<file path="src/sosm_pkg.sv">
// Shared types, constants and helpers for the shift-or substring matcher.
// No dependencies; every other file in src imports this package.
package sosm_pkg;

    localparam int MAX_PATTERN = 63;
    localparam int POS_W       = 32;
    localparam int LEN_W       = 6;
    localparam int SV_W        = 64;
    localparam int BYTE_W      = 8;
    localparam int TABLE_DEPTH = 256;
    localparam int CFG_IDX_W   = 2;
    localparam int CFG_DATA_W  = 6;

    typedef logic [MAX_PATTERN-1:0] mask_t;
    typedef logic [SV_W-1:0]        sv_t;
    typedef logic [POS_W-1:0]       pos_t;
    typedef logic [LEN_W-1:0]       len_t;
    typedef logic [BYTE_W-1:0]      byte_t;

    typedef enum logic [1:0] {
        CMD_START_PATTERN = 2'd0,
        CMD_PATTERN_BYTE  = 2'd1,
        CMD_START_TEXT    = 2'd2,
        CMD_TEXT_BYTE     = 2'd3
    } cmd_t;

    typedef enum logic [CFG_IDX_W-1:0] {
        REG_PATTERN_LENGTH   = 2'd0,
        REG_CASE_INSENSITIVE = 2'd1,
        REG_BACKWARD         = 2'd2
    } cfg_reg_t;

    typedef struct packed {
        cmd_t  command;
        byte_t byte_value;
        len_t  pattern_index;
        pos_t  text_position;
    } item_beat_t;

    typedef struct packed {
        logic found;
        pos_t match_position;
    } result_beat_t;

    typedef struct packed {
        len_t pattern_length;
        logic case_insensitive;
        logic backward;
    } cfg_t;

    typedef struct packed {
        logic  we;
        logic  clear;
        byte_t addr;
        mask_t data;
    } mask_wr_t;

    localparam byte_t UPPER_A     = 8'h41;
    localparam byte_t UPPER_Z     = 8'h5A;
    localparam byte_t CASE_OFFSET = 8'h20;
    localparam sv_t   SV_RESET    = ~sv_t'(1);
    localparam mask_t MASK_ONES   = '1;

    function automatic byte_t fold_byte(byte_t b, logic ci);
        byte_t r;
        r = b;
        if (ci && (b >= UPPER_A) && (b <= UPPER_Z))
        begin
            r = b + CASE_OFFSET;
        end
        return r;
    endfunction

endpackage

</file>
<file path="src/sosm_core.sv">
// Search stage: item register, shift-or update, match latch, result register.
// Depends on sosm_pkg; reads and writes the mask table through its ports.
module sosm_core (
    input  logic                   clk,
    input  logic                   rst_n,
    input  sosm_pkg::cfg_t         cfg,
    input  logic                   item_valid,
    output logic                   item_ready,
    input  sosm_pkg::item_beat_t   item,
    output logic                   result_valid,
    input  logic                   result_ready,
    output sosm_pkg::result_beat_t result,
    output logic                   rd_en,
    output sosm_pkg::byte_t        rd_addr,
    input  sosm_pkg::mask_t        rd_mask,
    output sosm_pkg::mask_wr_t     wr
);
    import sosm_pkg::*;

    logic         s1_valid_reg, s1_valid_next;
    item_beat_t   s1_item_reg;
    byte_t        s1_byte_reg;
    sv_t          sv_reg, sv_next;
    logic         found_reg, found_next;
    pos_t         fpos_reg, fpos_next;
    logic         out_valid_reg, out_valid_next;
    result_beat_t out_reg, out_next;

    logic         advance;
    sv_t          sv_shift;
    len_t         bit_sel;
    logic         idx_ok;

    assign advance    = s1_valid_reg && (!out_valid_reg || result_ready);
    assign item_ready = !s1_valid_reg || advance;
    assign rd_en      = item_valid && item_ready;
    assign rd_addr    = fold_byte(item.byte_value, cfg.case_insensitive);

    assign sv_shift = (sv_reg | {1'b1, rd_mask}) << 1;
    assign bit_sel  = cfg.backward ? (cfg.pattern_length - len_t'(1) - s1_item_reg.pattern_index)
                                   : s1_item_reg.pattern_index;
    assign idx_ok   = (s1_item_reg.pattern_index < cfg.pattern_length)
                   && (s1_item_reg.pattern_index < len_t'(MAX_PATTERN));

    always_comb
    begin
        sv_next    = sv_reg;
        found_next = found_reg;
        fpos_next  = fpos_reg;
        wr.we      = 1'b0;
        wr.clear   = 1'b0;
        wr.addr    = s1_byte_reg;
        wr.data    = rd_mask & ~(mask_t'(1) << bit_sel);
        if (advance)
        begin
            unique case (s1_item_reg.command)
                CMD_START_PATTERN:
                begin
                    wr.clear = 1'b1;
                end
                CMD_PATTERN_BYTE:
                begin
                    wr.we = idx_ok;
                end
                CMD_START_TEXT:
                begin
                    sv_next    = SV_RESET;
                    found_next = (cfg.pattern_length == '0);
                    fpos_next  = '0;
                end
                CMD_TEXT_BYTE:
                begin
                    sv_next = sv_shift;
                    if (!found_reg)
                    begin
                        if (cfg.pattern_length == '0)
                        begin
                            found_next = 1'b1;
                            fpos_next  = '0;
                        end
                        else if ((cfg.pattern_length <= len_t'(MAX_PATTERN))
                                 && !sv_shift[cfg.pattern_length])
                        begin
                            found_next = 1'b1;
                            fpos_next  = cfg.backward ? s1_item_reg.text_position
                                       : s1_item_reg.text_position
                                         - pos_t'(cfg.pattern_length) + pos_t'(1);
                        end
                    end
                end
                default:
                begin
                end
            endcase
        end
    end

    always_comb
    begin
        s1_valid_next  = rd_en || (s1_valid_reg && !advance);
        out_valid_next = advance || (out_valid_reg && !result_ready);
        out_next       = out_reg;
        if (advance)
        begin
            out_next.found          = found_next || (cfg.pattern_length == '0);
            out_next.match_position = found_next ? fpos_next : '0;
        end
    end

    always_ff @(posedge clk or negedge rst_n)
    begin
        if (!rst_n)
        begin
            s1_valid_reg  <= 1'b0;
            out_valid_reg <= 1'b0;
            sv_reg        <= SV_RESET;
            found_reg     <= 1'b0;
            fpos_reg      <= '0;
        end
        else
        begin
            s1_valid_reg  <= s1_valid_next;
            out_valid_reg <= out_valid_next;
            sv_reg        <= sv_next;
            found_reg     <= found_next;
            fpos_reg      <= fpos_next;
        end
    end

    always_ff @(posedge clk)
    begin
        if (rd_en)
        begin
            s1_item_reg <= item;
            s1_byte_reg <= rd_addr;
        end
        out_reg <= out_next;
    end

    assign result_valid = out_valid_reg;
    assign result       = out_reg;

endmodule

</file>
<file path="config.mk">
export PLATFORM = sky130hd
export DESIGN_NAME = sosm_core
export DESIGN_NICKNAME = d
export VERILOG_FILES = /design/src/sosm_pkg.sv /design/src/sosm_core.sv
export SDC_FILE = /design/constraint.sdc
export NUM_CORES = 1
export LEC_CHECK = 0
export ABC_AREA = 1
export ABC_CLOCK_PERIOD_IN_PS = 5500
export BUFFER_PORTS_ARGS = -buffer_cell sky130_fd_sc_hd__clkbuf_2
export CORE_MARGIN = 10
export CORE_UTILIZATION = 55
export CTS_CLUSTER_DIAMETER = 40
export DETAILED_ROUTE_END_ITERATION = 8
export PLACE_DENSITY = 0.87
export SLEW_MARGIN = 25
export SYNTH_ARGS = -nofsm -noshare
export SYNTH_HDL_FRONTEND = slang
export SYNTH_SLANG_ARGS = --single-unit
export TNS_END_PERCENT = 20
</file>
<file path="constraint.sdc">
create_clock -name clk -period 5.5 [get_ports clk]
set_input_delay 1.65 -clock clk [delete_from_list [all_inputs] [get_ports clk]]
set_output_delay 1.65 -clock clk [all_outputs]
set_load 0.005 [all_outputs]
</file>
# After elaboration in Yosys (flattened, before gate mapping)
# Index checks and enable logic that the tools add are counted.
[totals]
input_bits = 123
word_cells = 70
output_inout_bits = 117
ff_bits = 179
[op_classes]
reduce_logical = 22
mux = 19
n_shift = 1
eq_ne = 3
add_sub_neg = 5
order_cmp = 6
bitwise_logic = 3
[ops]
columns = ["cell", "count"]
rows = [
  ["32-bit two-way mux", 5],
  ["63-bit one-hot mux with 2 select lines", 1],
  ["32-bit one-hot mux with 2 select lines", 1],
  ["63-bit bitwise AND", 1],
  ["63-bit inverter", 1],
  ["63-bit bitwise OR", 1],
  ["1-bit by 6-bit left shift with 63-bit output, first input constant", 1],
  ["32-bit by 1-bit adder with 32-bit output, second input constant", 1],
  ["32-bit by 6-bit subtractor with 32-bit output", 1],
  ["8-bit by 6-bit adder with 8-bit output, second input constant", 1],
  ["8-bit by 7-bit >= comparator with 1-bit output, second input constant", 1],
  ["8-bit by 7-bit less-or-equal comparator with 1-bit output, second input constant", 1],
  ["1-bit logical AND", 8],
  ["8-bit two-way mux", 1],
  ["6-bit by 7-bit < comparator with 1-bit output, second input constant", 1],
  ["1-bit two-way mux", 7],
  ["1-bit binary-select mux with 6-bit select", 1],
  ["6-bit less-or-equal comparator, second input constant", 1],
  ["6-bit logical NOT", 1],
  ["6-bit < comparator", 1],
  ["6-bit < comparator, second input constant", 1],
  ["6-bit two-way mux", 1],
  ["6-bit by 1-bit subtractor with 6-bit output, second input constant", 1],
  ["6-bit subtractor", 1],
  ["other kinds (9)", 18],
]

# Longest topological paths before layout
[depth]
ltp_word = 11
depth_mapped = 21
depth_no_buf = 20

# Worst setup path before layout
# OpenSTA, ideal clock, no wires.
[synth_path]
path_kind = "input -> output"
startpoint = "in cfg[3] (netlist bit)"
endpoint = "out wr[21] (netlist bit)"
stages = 11
arrival_time_ns = 3.601
slack_ns = 0.249
t_required_ns = 3.850
cell_sequence = "buf_4 -> inv_2 -> fa_1 -> o31ai_1 -> xor2_1 -> nand2_1 -> nand2_1 -> inv_1 -> clkbuf_1 -> nor2_1 -> a21boi_0"
[synth_rtl]
columns = ["element", "line_no", "rtl"]
rows = [
  ["start, declared", "sosm_core.sv:6", "input sosm_pkg::cfg_t cfg,"],
  ["end, declared", "sosm_core.sv:16", "output sosm_pkg::mask_wr_t wr"],
]

==> results_dict.tcl <==
set metrics [dict create \
    status "finished clean" \
    synth_cells 1661 \
    synth_nets 1834 \
    drtAntennaViolNets 0 \
    fin_nets 2059 \
    wire_per_inst_um 18.1 \
    worst_ep_required_time_ns 3.85 \
    largest_reg_flops 62 \
    track_usage_pct 26.8 \
    post-place-ws_ns -0.0716 \
    drc 0 \
    min_path_type "flop to flop" \
    avgSynthCellArea_um2 7.27 \
    drt-initial-drc-count 1512 \
    vias_per_cell 5.68 \
    finalSetupViolCount 0 \
    initial_core_util_pct 55.7 \
    port_buffers 239 \
    path_class "input port to primary output" \
    die_x_um 168 \
    core-area_um2 21700 \
    yosys.cell_types.count 43 \
    fp.dieH_um 168 \
    worst_pin_slew_ns 0.889 \
    startpoint_type "input port" \
    crit_arrival_ns 3.73 \
    final_common_cell "nand2_1" \
    antenna_found_initial 1 \
    layout_common_cells "nand2_1, clkbuf_2, inv_1" \
    final_util_pct 65.7 \
    cts_root_buffer "clkbuf_16" \
    fin_ws_ns 0.120 \
    io_pins 240 \
    rsz0062_at_grt "yes" \
    maxCapViolCount 0 \
    grt_pass1_wl_um 62100 \
    drtPass1Iterations 6 \
    cts_setup_buffers 0 \
    synth-seq-cells 178 \
    die_area_um2 28300 \
    crit_path_end_kind "primary output" \
    clock_sinks 178 \
    drive_above_1_share_pct 21.2 \
    async_flop_share_pct 54.5 \
    slew_headroom_pct 40.7 \
    via_count 12386 \
    rows 54 \
    routabilityCongestion 0.970 \
    place_hpwl_um 30000 \
    peakVddDrop_uv 223 \
    cellLeakagePower_nw 7.51 \
    yosys_warnings 0 \
    grt-ovfl-total 0 \
    ctsHoldBuffers 0 \
    grt_pass1_vias 11975 \
    syn2layout_area_growth_pct 17.9 \
    clockBufferDepth 2 \
    hold_viol_final 0 \
    power_density_nw_per_um2 275 \
    tritoncts "yes" \
    synth_edf_count 81 \
    htreeDepth 4 \
    slew_violations 0 \
    syn_area_um2 12100 \
    cts_buffers 17 \
    postRouteWirelength_um 39400 \
    synth_ff_type "edfxtp_1" \
    fmax_mhz 186 \
    grt_max_degree 67 \
    fin_skew_ns 0.00976 \
    period_minus_slack_ns 5.38 \
    final.period_utilization_pct 97.8 \
    worstSkewPairLatency_ns 0.44 \
    crit_fanout 4 \
    yosysSeqAreaShare_pct 40.9 \
    clk_pin_slew_ns 0.07 \
]
where the power goes:
part,internal (mW),total (mW),switching (mW)
clock network,0.658,1.22,0.558
logic,0.375,1.11,0.736
registers,1.53,1.59,0.0623
worst paths after layout:
| path | from | end | slack, ns | cells past startpoint |
|---|---|---|---|---|
| worst min register to register | s1_valid_reg | result_valid | 0.49 | 2 |
| min in group asynchronous | rst_n | result_valid | 1.35 | 1 |
| worst max register to register | s1_item_reg[1] | result[13] | 2.24 | 17 |
| max in group asynchronous | rst_n | sv_reg[30] | 3.32 | 2 |
| worst min-delay path | s1_valid_reg | result_valid | 0.49 | 2 |
| worst max-delay path | cfg[2] | wr[28] | 0.12 | 13 |
critical path, stage by stage:
cell and delay (ns):
clkbuf_2 0.10, ha_1 0.17, inv_1 0.06, fa_1 0.41, a21oi_1 0.15, o21ai_0 0.09
o21ai_1 0.15, inv_1 0.12, nor2_1 0.16, nand2_1 0.21, nor2_1 0.21, a21boi_0 0.11
clkbuf_2 0.12
repair_timing:
item,CTS,global route
pin swaps,0,1
endpoints found under the setup margin,3,53
resized for setup,2,37
stage by stage:
| stage | cell area (µm²) | TNS, ns | hold WS, ns | instances | power (mW) |
|---|---|---|---|---|---|
| 6_report | 14200 | 0 | 0.495 | 2180 | 3.92 |
| 5_1_grt | 14200 | -0.367 | 0.508 | 2180 | 4.12 |
| 4_1_cts | 14200 | 0 | 0.492 | 2179 | 3.90 |
| 3_5_place_dp | 13600 | -0.122 | 0.476 | 2147 | 2.69 |
| 3_3_place_gp | 13600 | -0.0337 | 0.469 | 2147 | 2.65 |
| 2_1_floorplan | 12100 | 0 | 0.456 | 1661 | 2.31 |
cell families (layout without fill, tap and decap cells):
group                      count (synthesis)  after routing  share of synthesized area [%]
and+or+nand+nor                          846            846                           28.4
DFF                                      178            178                           40.9
muxes                                      4              4                          0.331
other                                      0              1                              0
AOI/OAI and AO/OA                        262            262                           14.1
xor gates and xnor gates                  11             11                          0.797
adders and majority gates                 50             50                           5.30
buffers and inverters                    310            548                           10.2
layout make-up:
cell class / count / area, µm²
multi-input combinational: 1173 / 5980
sequential: 178 / 4940
timing repair buffer: 272 / 1470
clock inverter: 12 / 125
fill: 1860 / 7440
antenna: 1 / 2.50
tap: 280 / 350
inverter: 244 / 916
clock buffer: 20 / 457
synthesized netlist by cell type, types with 2 or more instances:
| library cell | instances | area share (%) |
|---|---|---|
| nand3_2 | 2 | 0.17 |
| o21ai_0 | 24 | 0.99 |
| inv_1 | 240 | 7.5 |
| buf_6 | 2 | 0.19 |
| mux2i_1 | 4 | 0.33 |
| clkbuf_1 | 34 | 1.1 |
| ha_1 | 48 | 5.0 |
| xor2_1 | 9 | 0.65 |
| edfxtp_1 | 81 | 20 |
| nand2_1 | 523 | 16 |
| nand3b_1 | 2 | 0.12 |
| nand3_1 | 136 | 5.6 |
| nand4_1 | 7 | 0.36 |
| a2bb2oi_1 | 31 | 2.2 |
| a21boi_0 | 50 | 3.1 |
| o32a_1 | 4 | 0.33 |
| nor3_1 | 8 | 0.33 |
| o21ai_1 | 2 | 0.083 |
| inv_2 | 4 | 0.12 |
| nor2_1 | 161 | 5.0 |
| a21oi_1 | 111 | 4.6 |
| buf_1 | 10 | 0.31 |
| buf_4 | 12 | 0.75 |
| fa_1 | 2 | 0.33 |
| dfstp_2 | 62 | 13 |
| o21bai_1 | 8 | 0.50 |
| xnor2_1 | 2 | 0.14 |
| a22oi_1 | 14 | 0.87 |
| dfrtp_1 | 35 | 7.2 |
| buf_2 | 8 | 0.33 |
| o22a_1 | 13 | 0.94 |
per-layer routing:
| layer | global-route usage (%) | wire (µm) | vias to the layer above |
|---|---|---|---|
| met1 | 34.8 | 15900 | 5758 |
| met5 | 0 | 0 | - |
| met2 | 42.8 | 18000 | 713 |
| li1 | - | - | 5827 |
| met4 | 9.61 | 1280 | 0 |
| met3 | 6.24 | 4170 | 88 |
Note: power is estimated with default switching activity, not from simulation.
